===== config.mk =====
export PLATFORM = sky130hd
export DESIGN_NAME = arpc_cfg
export DESIGN_NICKNAME = d
export VERILOG_FILES = /design/src/rtl/core/assert_macros.svh /design/src/rtl/core/arpc_pkg.sv /design/src/rtl/core/arpc_cfg.sv
export SDC_FILE = /design/constraint.sdc
export NUM_CORES = 1
export LEC_CHECK = 0
export ABC_AREA = 1
export BUFFER_PORTS_ARGS = -buffer_cell sky130_fd_sc_hd__buf_2
export CORE_MARGIN = 8
export CORE_UTILIZATION = 58
export DETAILED_ROUTE_END_ITERATION = 12
export GPL_TIMING_DRIVEN = 0
export PLACE_DENSITY_LB_ADDON = 0.15
export SLEW_MARGIN = 20
export SYNTH_ARGS = -nofsm -noshare
export SYNTH_HDL_FRONTEND = slang
export SYNTH_SLANG_ARGS = --single-unit

===== constraint.sdc =====
create_clock -name i_clk -period 2.6 [get_ports i_clk]
set_clock_uncertainty 0.1 [all_clocks]
set_input_delay 0 -clock i_clk [delete_from_list [all_inputs] [get_ports i_clk]]
set_output_delay 0 -clock i_clk [all_outputs]
set_load 0.005 [all_outputs]

===== src/rtl/core/assert_macros.svh =====
// assertion helpers used by the top-level rtl file
`ifndef ASSERT_MACROS_SVH
`define ASSERT_MACROS_SVH

`ifndef ASSERT_OFF

`define ASSERT_IMPL(label, clk, rst_n, ante, cons) \
    label: assert property (@(posedge clk) disable iff (!rst_n) (ante) |-> (cons)) \
        else $error("same-cycle check failed");

`define ASSERT_NEXT(label, clk, rst_n, ante, cons) \
    label: assert property (@(posedge clk) disable iff (!rst_n) (ante) |=> (cons)) \
        else $error("next-cycle check failed");

`else

`define ASSERT_IMPL(label, clk, rst_n, ante, cons)

`define ASSERT_NEXT(label, clk, rst_n, ante, cons)

`endif

`endif


===== src/rtl/core/arpc_pkg.sv =====
package arpc_pkg;

    localparam int NUM_AXES_DEF     = 6;
    localparam int NUM_GAINS        = 6;
    localparam int ONE_Q16          = 65536;
    localparam int RANGE_MARGIN     = 3277;
    localparam int GUARD_MARGIN_LIN = 3277;
    localparam int GUARD_MARGIN_ANG = 9830;
    localparam int NUM_LIN_AXES     = 3;
    localparam int RAMP_SLOPE       = 20;
    localparam int GUARD_RESET      = 200;
    localparam int APB_AW           = 5;
    localparam int APB_DW           = 32;

    localparam logic [1:0] MODE_SETPOINT = 2'd0;
    localparam logic [1:0] MODE_RANGE    = 2'd1;

    typedef enum logic [2:0] {
        REG_CONTROL_MODE = 3'd0,
        REG_GUARD_CYCLES = 3'd1,
        REG_GAIN0        = 3'd2,
        REG_GAIN1        = 3'd3,
        REG_GAIN2        = 3'd4,
        REG_GAIN3        = 3'd5,
        REG_GAIN4        = 3'd6,
        REG_GAIN5        = 3'd7
    } t_reg_idx;

    typedef struct packed {
        logic [1:0]                  mode;
        logic [15:0]                 guard;
        logic [NUM_GAINS-1:0][22:0]  gain;
    } t_cfg;

    typedef struct packed {
        logic [2:0]         axis;
        logic signed [31:0] measured_value;
        logic               set_range;
        logic signed [31:0] range_low;
        logic signed [31:0] range_high;
        logic               range_active;
        logic               set_desired;
        logic signed [31:0] desired_command;
        logic               set_weight;
        logic [16:0]        weight_cmd;
    } t_item;

    typedef struct packed {
        logic signed [31:0] low;
        logic signed [31:0] high;
        logic               active;
        logic signed [31:0] desired;
        logic [16:0]        weight;
    } t_axis_state;

    localparam t_axis_state STATE_RESET = '{
        low:     32'sd0,
        high:    32'sd0,
        active:  1'b0,
        desired: 32'(ONE_Q16),
        weight:  17'(ONE_Q16)
    };

    typedef struct packed {
        logic [2:0]         axis;
        logic signed [31:0] desired;
        logic [16:0]        weight;
    } t_res;

    typedef struct packed {
        logic               wr;
        t_axis_state        nxt;
        logic signed [34:0] diff;
        t_res               res;
    } t_law_res;

    typedef struct packed {
        logic signed [34:0] diff;
        logic [22:0]        gain;
        t_res               res;
    } t_vel_req;

    function automatic logic signed [31:0] sat32(input logic signed [63:0] v);
        logic signed [31:0] r;
        if (v > 64'sd2147483647) begin
            r = 32'sh7fffffff;
        end else if (v < -64'sd2147483648) begin
            r = 32'sh80000000;
        end else begin
            r = v[31:0];
        end
        return r;
    endfunction

endpackage


===== src/rtl/core/arpc_cfg.sv =====
module arpc_cfg (
    input  logic                         i_clk,
    input  logic                         i_rst_n,
    input  logic                         psel,
    input  logic                         penable,
    input  logic                         pwrite,
    input  logic [arpc_pkg::APB_AW-1:0]  paddr,
    input  logic [arpc_pkg::APB_DW-1:0]  pwdata,
    output logic [arpc_pkg::APB_DW-1:0]  prdata,
    output logic                         pready,
    output arpc_pkg::t_cfg               o_cfg
);

    arpc_pkg::t_reg_idx idx;
    logic               wr;
    logic [1:0]         r_mode;
    logic [15:0]        r_guard;
    logic [arpc_pkg::NUM_GAINS-1:0][22:0] r_gain;

    assign idx   = arpc_pkg::t_reg_idx'(paddr[4:2]);
    assign wr    = psel && penable && pwrite;
    assign pready = 1'b1;

    always_ff @(posedge i_clk) begin
        if (!i_rst_n) begin
            r_mode  <= arpc_pkg::MODE_SETPOINT;
            r_guard <= 16'(arpc_pkg::GUARD_RESET);
            for (int g = 0; g < arpc_pkg::NUM_GAINS; g++) begin
                r_gain[g] <= 23'(arpc_pkg::ONE_Q16);
            end
        end else if (wr) begin
            case (idx)
                arpc_pkg::REG_CONTROL_MODE: r_mode  <= pwdata[1:0];
                arpc_pkg::REG_GUARD_CYCLES: r_guard <= pwdata[15:0];
                arpc_pkg::REG_GAIN0,
                arpc_pkg::REG_GAIN1,
                arpc_pkg::REG_GAIN2,
                arpc_pkg::REG_GAIN3,
                arpc_pkg::REG_GAIN4,
                arpc_pkg::REG_GAIN5: begin
                    r_gain[3'(idx) - 3'(arpc_pkg::REG_GAIN0)] <= pwdata[22:0];
                end
                default: ;
            endcase
        end
    end

    always_comb begin
        case (idx)
            arpc_pkg::REG_CONTROL_MODE: prdata = 32'(r_mode);
            arpc_pkg::REG_GUARD_CYCLES: prdata = 32'(r_guard);
            arpc_pkg::REG_GAIN0,
            arpc_pkg::REG_GAIN1,
            arpc_pkg::REG_GAIN2,
            arpc_pkg::REG_GAIN3,
            arpc_pkg::REG_GAIN4,
            arpc_pkg::REG_GAIN5: prdata = 32'(r_gain[3'(idx) - 3'(arpc_pkg::REG_GAIN0)]);
            default: prdata = '0;
        endcase
    end

    assign o_cfg.mode  = r_mode;
    assign o_cfg.guard = r_guard;
    assign o_cfg.gain  = r_gain;

endmodule


==> impl_metrics.yaml <==
min_path:
  hold_start: "penable"
  hold-path-endpoint: "r_guard[15]"
  hold_depth: 7
  hold_class: "primary input to flip-flop"
drt:
  highest_layer: "met4"
  dr_wl_met3_mm: 3.998
  wl_per_cell_um: 16.90
  wl_met1_mm: 13.65
  drc: 0
  wl_met2_mm: 16.07
  viasPerCell: 5.223
  drt_pass1_iterations: 6
  drt_iter0_drc: 975
  ant_nets: 0
  vias: 10801
  drt-total-wl_mm: 34.94
clock_network:
  worstSkewPairLatency_ns: 0.44
  cts_sinks: 156
  clockBufferDepth: 2
  clkTransAtPathRegs_ns: 0.07
  cts_tree: "done"
  cts-root-buf: "clkbuf_16"
  htreeDepth: 4
  numCtsBuffers: 17
grt:
  grt_pass1_vias: 10306
  grt_max_degree: 17
  overflow: 0
  antenna_found_initial: 0
  gr-usage-all-layers_pct: 34.32
  grt_pass1_wl_mm: 54.05
power:
  p_leak_nw: 6.417
  max-vdd-ir-drop_v: 0.0004929
  powerDensity_mw_per_mm2: 508.9
  power_mw: 5.794
yosys:
  syn_avg_cell_area_sq_um: 5.825
  yosysWarnings: 0
  syn-instance-count: 1571
  ys.flop_type: "dfxtp_1"
  yosysUniqueCellTypes: 21
  syn_area_sq_mm: 0.009151
  synthArstFlopShare_pct: 0
  synth.ff_latch_count: 156
  synth_edf_count: 0
  ys_seq_area_share_pct: 34.13
sta:
  fin_crit_sh_pct: 95.14
  slew_headroom_pct: 46.36
  setup_viol: 0
  period_needed_ns: 2.474
  finalMaxSlewViolations: 0
  fmax_mhz: 404.3
  tightest_slew_ns: 0.8047
  rsz0062_at_grt: "no"
  holdWs_ns: 0.04163
  setup_ws_ns: 0.1263
  finalSetupTns_ns: 0
  hold_viol: 0
place:
  io_buffers: 207
  gp_congestion: 0.9673
  dp_hpwl_mm: 26.10
  place_inst: 2002
  place_area_sq_mm: 0.01049
  place_ws_ns: 0.2241
worst_setup_path:
  path_max_fanout: 10
  cp-start-kind: "primary input"
  r2r_slack_ns: 1.77
  endpoint_kind: "output port"
  timing.rr.start: "o_cfg[129]"
  critical_path_arrival_ns: 2.37
  critPathKind: "primary input to output port"
  crit_required_ns: 2.50
  r2r_cells: 4
  reg2reg_to: "o_cfg[129]"
layout:
  final_layout_size_suffix_gt1_share_pct: 16.59
  final.fill_count: 1380
  stdcell_count: 2068
  layout_commonest_cell: "nand2_1"
  fin_nets: 1883
  areaGrowthSynthToFinish_pct: 24.39
  final_cell_mix: "551 x nand2_1, 316 x inv_1, 248 x buf_2"
  final_core_util_pct: 72.71
  fin_area_sq_mm: 0.01138
die:
  fp.dieW_um: 141.6
  die_area_sq_mm: 0.02005
  coreArea_sq_mm: 0.01566
  io_pins: 231
  start_util_pct: 58.46
  die_h_um: 141.6
  num_rows: 46
flow_run:
  maxCapViolations: 0
outcome:
  outcome: "completed"
[timing repair]
action                                 4_1_cts  5_1_grt
gates resized for setup                      0        0
hold buffers                                33        0
endpoints found under the hold margin      107        0
setup buffers                                0        0
[how the worst max path moves through the flow]
stage             start    endpoint  slack [ns]  cells after the start
2_1_floorplan  paddr[3]   o_cfg[50]        1.06                      9
3_3_place_gp   paddr[3]  prdata[11]        0.22                     11
3_5_place_dp   paddr[3]  prdata[11]        0.22                     11
4_1_cts        paddr[3]  prdata[11]        0.22                     11
5_1_grt        paddr[3]  prdata[11]        0.03                     11
6_report       paddr[3]  prdata[11]        0.13                     11
[cell usage after synthesis, types with 2 or more instances]
cell type  number  area share, %
a21oi_1        10           0.55
buf_1          25            1.0
buf_2          41            2.2
buf_4          13            1.1
buf_6          10            1.2
clkbuf_1       26            1.1
conb_1          2          0.082
dfxtp_1       156             34
ha_1            3           0.41
inv_1         316             13
nand2_1       551             23
nand3_1        67            3.7
nand3_2         3           0.33
nand4_1       138            9.4
nor2_1        176            7.2
o211ai_1        3           0.25
o21ai_0        27            1.5
[cell type report]
cell class | instances | area (sq um) | area share [%]
flip-flops and latches | 156 | 3123 | 27.43
plain buffers | 115 | 606.8 | 5.331
well taps | 216 | 270.3 | 2.374
diodes | 1 | 2.502 | 0.02198
clock buffers | 20 | 446.7 | 3.924
multi-input cells | 990 | 4258 | 37.40
repair buffers | 240 | 1366 | 12.00
clock inverters | 12 | 116.4 | 1.022
inverters | 318 | 1194 | 10.49
[routing by layer]
| metal | vias up | GRT usage (%) |
|---|---|---|
| met5 | - | 0 |
| met4 | 0 | 16.00 |
| met3 | 116 | 8.871 |
| met2 | 672 | 55.92 |
| met1 | 4780 | 41.63 |
| li1 | 5233 | - |
[power breakdown]
part,leakage [nW],switching (mW),internal [mW]
Combinational,4.90,0.615,0.299
Clock,0.259,1.10,1.35
Sequential,1.26,0.0192,2.41
Total,6.42,1.73,4.06
[sequential cells by signal, summed over array words and instances (netlist names)]
register / flops
r_mode: 2
o_cfg: 138
r_guard: 16
[worst max-delay path, cell delays in order]
cell and delay (ns):
buf_2 0.13, clkinv_1 0.23, clkbuf_1 0.32, ha_1 0.56, clkbuf_1 0.48, nand3_1 0.23
nand2_1 0.11, inv_1 0.04, nand2_1 0.09, nand2_1 0.06, buf_2 0.12
[cell families (layout without fill, tap and decap cells)]
family | count (synthesis) | after routing | synth area share (%)
AND/OR/NAND/NOR | 937 | 937 | 43.44
buffers and inverters | 433 | 705 | 19.67
flip-flops | 156 | 156 | 34.13
AO/OA/AOI/OAI | 40 | 40 | 2.270
adder cells (fa/ha/maj) | 3 | 3 | 0.4102
other | 2 | 11 | 0.08207
Note: power is estimated with default switching activity, not from simulation.
