`src/rtl/core/assert_macros.svh`:
```
// assertion helpers used by the top-level rtl file
`ifndef ASSERT_MACROS_SVH
`define ASSERT_MACROS_SVH

`ifndef ASSERT_OFF

`define ASSERT_IMPL(label, clk, rst_n, ante, cons) \
    label: assert property (@(posedge clk) disable iff (!rst_n) (ante) |-> (cons)) \
        else $error("same-cycle check failed");

`define ASSERT_NEXT(label, clk, rst_n, ante, cons) \
    label: assert property (@(posedge clk) disable iff (!rst_n) (ante) |=> (cons)) \
        else $error("next-cycle check failed");

`else

`define ASSERT_IMPL(label, clk, rst_n, ante, cons)

`define ASSERT_NEXT(label, clk, rst_n, ante, cons)

`endif

`endif

```
`src/rtl/core/arpc_pkg.sv`:
```
package arpc_pkg;

    localparam int NUM_AXES_DEF     = 6;
    localparam int NUM_GAINS        = 6;
    localparam int ONE_Q16          = 65536;
    localparam int RANGE_MARGIN     = 3277;
    localparam int GUARD_MARGIN_LIN = 3277;
    localparam int GUARD_MARGIN_ANG = 9830;
    localparam int NUM_LIN_AXES     = 3;
    localparam int RAMP_SLOPE       = 20;
    localparam int GUARD_RESET      = 200;
    localparam int APB_AW           = 5;
    localparam int APB_DW           = 32;

    localparam logic [1:0] MODE_SETPOINT = 2'd0;
    localparam logic [1:0] MODE_RANGE    = 2'd1;

    typedef enum logic [2:0] {
        REG_CONTROL_MODE = 3'd0,
        REG_GUARD_CYCLES = 3'd1,
        REG_GAIN0        = 3'd2,
        REG_GAIN1        = 3'd3,
        REG_GAIN2        = 3'd4,
        REG_GAIN3        = 3'd5,
        REG_GAIN4        = 3'd6,
        REG_GAIN5        = 3'd7
    } t_reg_idx;

    typedef struct packed {
        logic [1:0]                  mode;
        logic [15:0]                 guard;
        logic [NUM_GAINS-1:0][22:0]  gain;
    } t_cfg;

    typedef struct packed {
        logic [2:0]         axis;
        logic signed [31:0] measured_value;
        logic               set_range;
        logic signed [31:0] range_low;
        logic signed [31:0] range_high;
        logic               range_active;
        logic               set_desired;
        logic signed [31:0] desired_command;
        logic               set_weight;
        logic [16:0]        weight_cmd;
    } t_item;

    typedef struct packed {
        logic signed [31:0] low;
        logic signed [31:0] high;
        logic               active;
        logic signed [31:0] desired;
        logic [16:0]        weight;
    } t_axis_state;

    localparam t_axis_state STATE_RESET = '{
        low:     32'sd0,
        high:    32'sd0,
        active:  1'b0,
        desired: 32'(ONE_Q16),
        weight:  17'(ONE_Q16)
    };

    typedef struct packed {
        logic [2:0]         axis;
        logic signed [31:0] desired;
        logic [16:0]        weight;
    } t_res;

    typedef struct packed {
        logic               wr;
        t_axis_state        nxt;
        logic signed [34:0] diff;
        t_res               res;
    } t_law_res;

    typedef struct packed {
        logic signed [34:0] diff;
        logic [22:0]        gain;
        t_res               res;
    } t_vel_req;

    function automatic logic signed [31:0] sat32(input logic signed [63:0] v);
        logic signed [31:0] r;
        if (v > 64'sd2147483647) begin
            r = 32'sh7fffffff;
        end else if (v < -64'sd2147483648) begin
            r = 32'sh80000000;
        end else begin
            r = v[31:0];
        end
        return r;
    endfunction

endpackage

```
`src/rtl/core/arpc_mem.sv`:
```
module arpc_mem #(
    parameter int NUM_AXES = arpc_pkg::NUM_AXES_DEF
) (
    input  logic                  i_clk,
    input  logic                  i_rst_n,
    input  logic                  i_rd_en,
    input  logic [((NUM_AXES > 1) ? $clog2(NUM_AXES) : 1)-1:0] i_rd_addr,
    output arpc_pkg::t_axis_state o_rd_data,
    input  logic                  i_wr_en,
    input  logic [((NUM_AXES > 1) ? $clog2(NUM_AXES) : 1)-1:0] i_wr_addr,
    input  arpc_pkg::t_axis_state i_wr_data
);

    localparam int AW = (NUM_AXES > 1) ? $clog2(NUM_AXES) : 1;

    arpc_pkg::t_axis_state r_mem [NUM_AXES];
    arpc_pkg::t_axis_state r_rd_data;
    logic [AW-1:0]         r_rd_addr;
    logic [NUM_AXES-1:0]   r_vld;
    logic                  r_fwd_vld;
    logic [AW-1:0]         r_fwd_addr;
    arpc_pkg::t_axis_state r_fwd_data;

    always_ff @(posedge i_clk) begin
        if (i_wr_en) begin
            r_mem[i_wr_addr] <= i_wr_data;
        end
    end

    always_ff @(posedge i_clk) begin
        if (i_rd_en) begin
            r_rd_data <= r_mem[i_rd_addr];
            r_rd_addr <= i_rd_addr;
        end
    end

    // entry valid bits stand in for clearing the memory
    always_ff @(posedge i_clk) begin
        if (!i_rst_n) begin
            r_vld     <= '0;
            r_fwd_vld <= 1'b0;
        end else if (i_wr_en) begin
            r_vld[i_wr_addr] <= 1'b1;
            r_fwd_vld        <= 1'b1;
        end
    end

    // last write, covers a read issued on the edge of that write
    always_ff @(posedge i_clk) begin
        if (i_wr_en) begin
            r_fwd_addr <= i_wr_addr;
            r_fwd_data <= i_wr_data;
        end
    end

    always_comb begin
        if (r_fwd_vld && (r_fwd_addr == r_rd_addr)) begin
            o_rd_data = r_fwd_data;
        end else if (r_vld[r_rd_addr]) begin
            o_rd_data = r_rd_data;
        end else begin
            o_rd_data = arpc_pkg::STATE_RESET;
        end
    end

endmodule

```
`config.mk`:
```
export PLATFORM = sky130hd
export DESIGN_NAME = arpc_mem
export DESIGN_NICKNAME = d
export VERILOG_FILES = /design/src/rtl/core/assert_macros.svh /design/src/rtl/core/arpc_pkg.sv /design/src/rtl/core/arpc_mem.sv
export SDC_FILE = /design/constraint.sdc
export NUM_CORES = 1
export LEC_CHECK = 0
export BUFFER_PORTS_ARGS = -buffer_cell sky130_fd_sc_hd__buf_4
export CORE_ASPECT_RATIO = 0.75
export CORE_MARGIN = 5
export CORE_UTILIZATION = 45
export CTS_BUF_LIST = sky130_fd_sc_hd__clkbuf_8 sky130_fd_sc_hd__clkbuf_16
export DETAILED_ROUTE_END_ITERATION = 8
export PLACE_DENSITY = 0.68
export SYNTH_ARGS = -nofsm -noshare
export SYNTH_HDL_FRONTEND = slang
export SYNTH_SLANG_ARGS = --single-unit
```
`constraint.sdc`:
```
create_clock -name i_clk -period 40.1 [get_ports i_clk]
set_clock_uncertainty 0.1 [all_clocks]
set_input_delay 12.03 -clock i_clk [delete_from_list [all_inputs] [get_ports i_clk]]
set_output_delay 12.03 -clock i_clk [all_outputs]
set_load 0.01 [all_outputs]
```
==> metrics.csv <==
metric;value;unit
outcome;completed;
Cell Pwr Density;52.07;nW/um^2
CP max-delay cell;and4_4;
Final Setup Violations;0;
Hold Path End;r_vld[5]$_SDFFE_PN0P_;
crit start category;register;
Clock Path Buffers;3;
Final Hold Fails;0;
DR WL/cell;24.29;um
Final nets;2005;
Leak;13.66;nW
Reg-to-Reg Start;r_mem[3][110]$_DFFE_PP_;
Peak Freq;0.06473;GHz
largest family of logic cells by synthesized area;multiplexers;
Worst EP required;27.97;ns
Buffers on Ports;237;
delay of the slowest cell on the worst path;0.79;ns
dpl cells;2769;
largest net degree at the start of global routing;113;
Rows;87;
Post-DP HPWL;37270;um
die area;81400;um^2
Synth Instances;1615;
Die Width;327.8;um
core area;75110;um^2
via density per instance;5.554;
Total Routing Usage GR;0.1746;
R2R depth;3;
Worst slew margin;0.3327;
total gr overflow;0;
Adder-Cell Fraction of Synth Area;0;
Die Ht;248.3;um
unrepaired setup endpoints after global routing;false;
vias post-DR;16280;
clock network latency to the later pin of the worst-skew pair;0.63;ns
Post-Synth XOR/XNOR Area;0.0007710;
DRC;0;
pre-CTS WS;25.21;ns
Post-Syn Area;34080;um^2
Worst Max-Slew Pin Slew;0.9986;ns
Mapped Nets;1739;
Post-Synth Simple-Gate Area;0.01509;
worst hold path type;reg2reg;
clk slew on worst S/H paths;0.06;ns
Post-DRT Antenna Nets;0;
Max Slew Vio Count;0;
CTS tree;done;
gpl congestion;0.7213;
sequential share of the synthesized area;0.8130;
WL final;71230;um
Unique masters post-synth;26;
Initial Util;0.4538;
DR iter-0 viols;1516;
register bit total from synthesis;925;
Boundary Pins;238;
CP bufs+invs;2;
most used cell, CP;buf_4;
setup_tns;0;ns
mux share of post-synthesis cell area;0.1097;
Worst IR Drop VDD;38.95;uV
Max Cap Violations;0;
period utilization;0.3853;
cts bufs inserted;89;
r2r setup slk;38.68;ns
first-pass GRT wire length;106400;um
hold-critical path depth;1;
antenna violations before repair;5;
post-cts resize count;0;
most frequent cells in the layout;918 x edfxtp_1, 258 x buf_4, 116 x mux2i_1, 116 x a21oi_1;
H-tree levels;3;
CTS Root Cell;clkbuf_16;
cts hold-fix bufs;0;
crit-path max FO;59;
Arr. time, crit path;3.32;ns
setup ws final;24.65;ns
fin crit period;15.45;ns
vias in the first global route;16720;
postcts setup bufs;0;
most common library cell in the layout ignoring fill and taps;edfxtp_1;
Mapped Avg Cell Area;21.10;um^2
Area growth, synth to finish;17.08;%
Crit Path Category;reg2out;
Detailed Routing Iterations Pass 1;5;
Compound-Gate Fraction of Synth Area;0.04791;
Non-Filler Instances;2932;
critical path's top delay family;buffers and inverters;
layout cells sized above 1;0.2669;
Hold Path Origin;r_vld[5]$_SDFFE_PN0P_;
critical path endpoint category;output pin;
reg2reg end;r_rd_data[110]$_DFFE_PP_;
YS warnings;0;
clk sinks;925;
crit-path cells;xnor2_1, and4_4, buf_4, a22o_1, buf_4;
## worst max-delay path by stage
stage	to	cells past startpoint	start
2_1_floorplan	r_mem[4][0]$_DFFE_PP_	2	i_wr_addr[1]
3_3_place_gp	o_rd_data[33]	6	r_rd_addr[0]$_DFFE_PP_
3_5_place_dp	r_rd_data[6]$_DFFE_PP_	4	i_rd_addr[2]
4_1_cts	o_rd_data[33]	6	r_rd_addr[2]$_DFFE_PP_
5_1_grt	o_rd_data[80]	5	r_rd_addr[2]$_DFFE_PP_
6_report	o_rd_data[82]	5	r_rd_addr[2]$_DFFE_PP_
## synthesized netlist by cell type
master | n | area [um^2]
edfxtp_1 | 918 | 27570
a21oi_1 | 116 | 580.6
mux2i_1 | 116 | 1161
nor2_1 | 116 | 435.4
mux4_2 | 114 | 2567
a22o_1 | 112 | 980.9
clkbuf_1 | 37 | 138.9
buf_2 | 33 | 165.2
buf_4 | 7 | 52.55
buf_6 | 7 | 78.83
dfxtp_1 | 7 | 140.1
o21a_1 | 7 | 52.55
buf_1 | 5 | 18.77
nand2b_1 | 3 | 18.77
xnor2_1 | 3 | 26.28
inv_1 | 2 | 7.510
nor2b_1 | 2 | 12.51
nor3_1 | 2 | 10.01
a21oi_2 | 1 | 8.760
and4_1 | 1 | 8.760
and4b_1 | 1 | 10.01
mux2_2 | 1 | 11.26
nand2_1 | 1 | 3.750
nand3b_1 | 1 | 7.510
nor3b_1 | 1 | 7.510
o32a_1 | 1 | 10.01
## routing by layer
metal	global-route usage	up-vias	share of wire
li1	-	7165	-
met3	0.04050	96	0.064
met1	0.2530	8557	0.45
met4	0.03970	6	0.016
met2	0.2752	460	0.47
met5	0	-	0.00048
## state kept, by name, summed over array words and instances, names as in the netlist
name	cells
r_fwd_addr	3
r_fwd_data	114
r_mem	684
r_vld	6
r_rd_addr	3
r_fwd_vld	1
r_rd_data	114
## worst reg2reg max path: stages (launching register included)
cell      delay (ns)
edfxtp_1        0.38
mux4_2          0.47
nor2_1          0.13
a21oi_1         0.07
## stage by stage
step	util	total power, W	cell area [um^2]	hold WS [ns]
after floorplan	-	0.001199	34080	0.3327
after global placement	0.4915	0.001250	36920	0.3573
after detailed placement	0.4915	0.001254	36920	0.3590
after CTS	0.5312	0.002102	39900	0.3735
after global routing	0.5312	0.002157	39900	0.3940
final	0.5313	0.002078	39900	0.3753
## kinds of logic (layout without fill, tap and decap cells)
group,after synthesis,count (layout)
flip-flops,925,925
other,0,1
AND/OR/NAND/NOR,128,128
buffers and inverters,91,428
AO/OA/AOI/OAI,237,237
XOR/XNOR,3,3
multiplexers,231,231
## final cells by class
cell class              count  area [um^2]
fillers                  5828        35210
flip-flops and latches    925        27710
multi-input cells         599         5957
clock buffers              92         2302
repair buffers            264         2019
well taps                 979         1225
clock inverters            70        681.9
inverters                   2        7.507
diodes                      1        2.502
## report_power, final
part	internal [W]	switching [W]
Sequential	0.00111	0.0000128
Combinational	0.0000453	0.0000632
Clock	0.000495	0.000351
No activity file was read; power rests on OpenSTA's default activity.
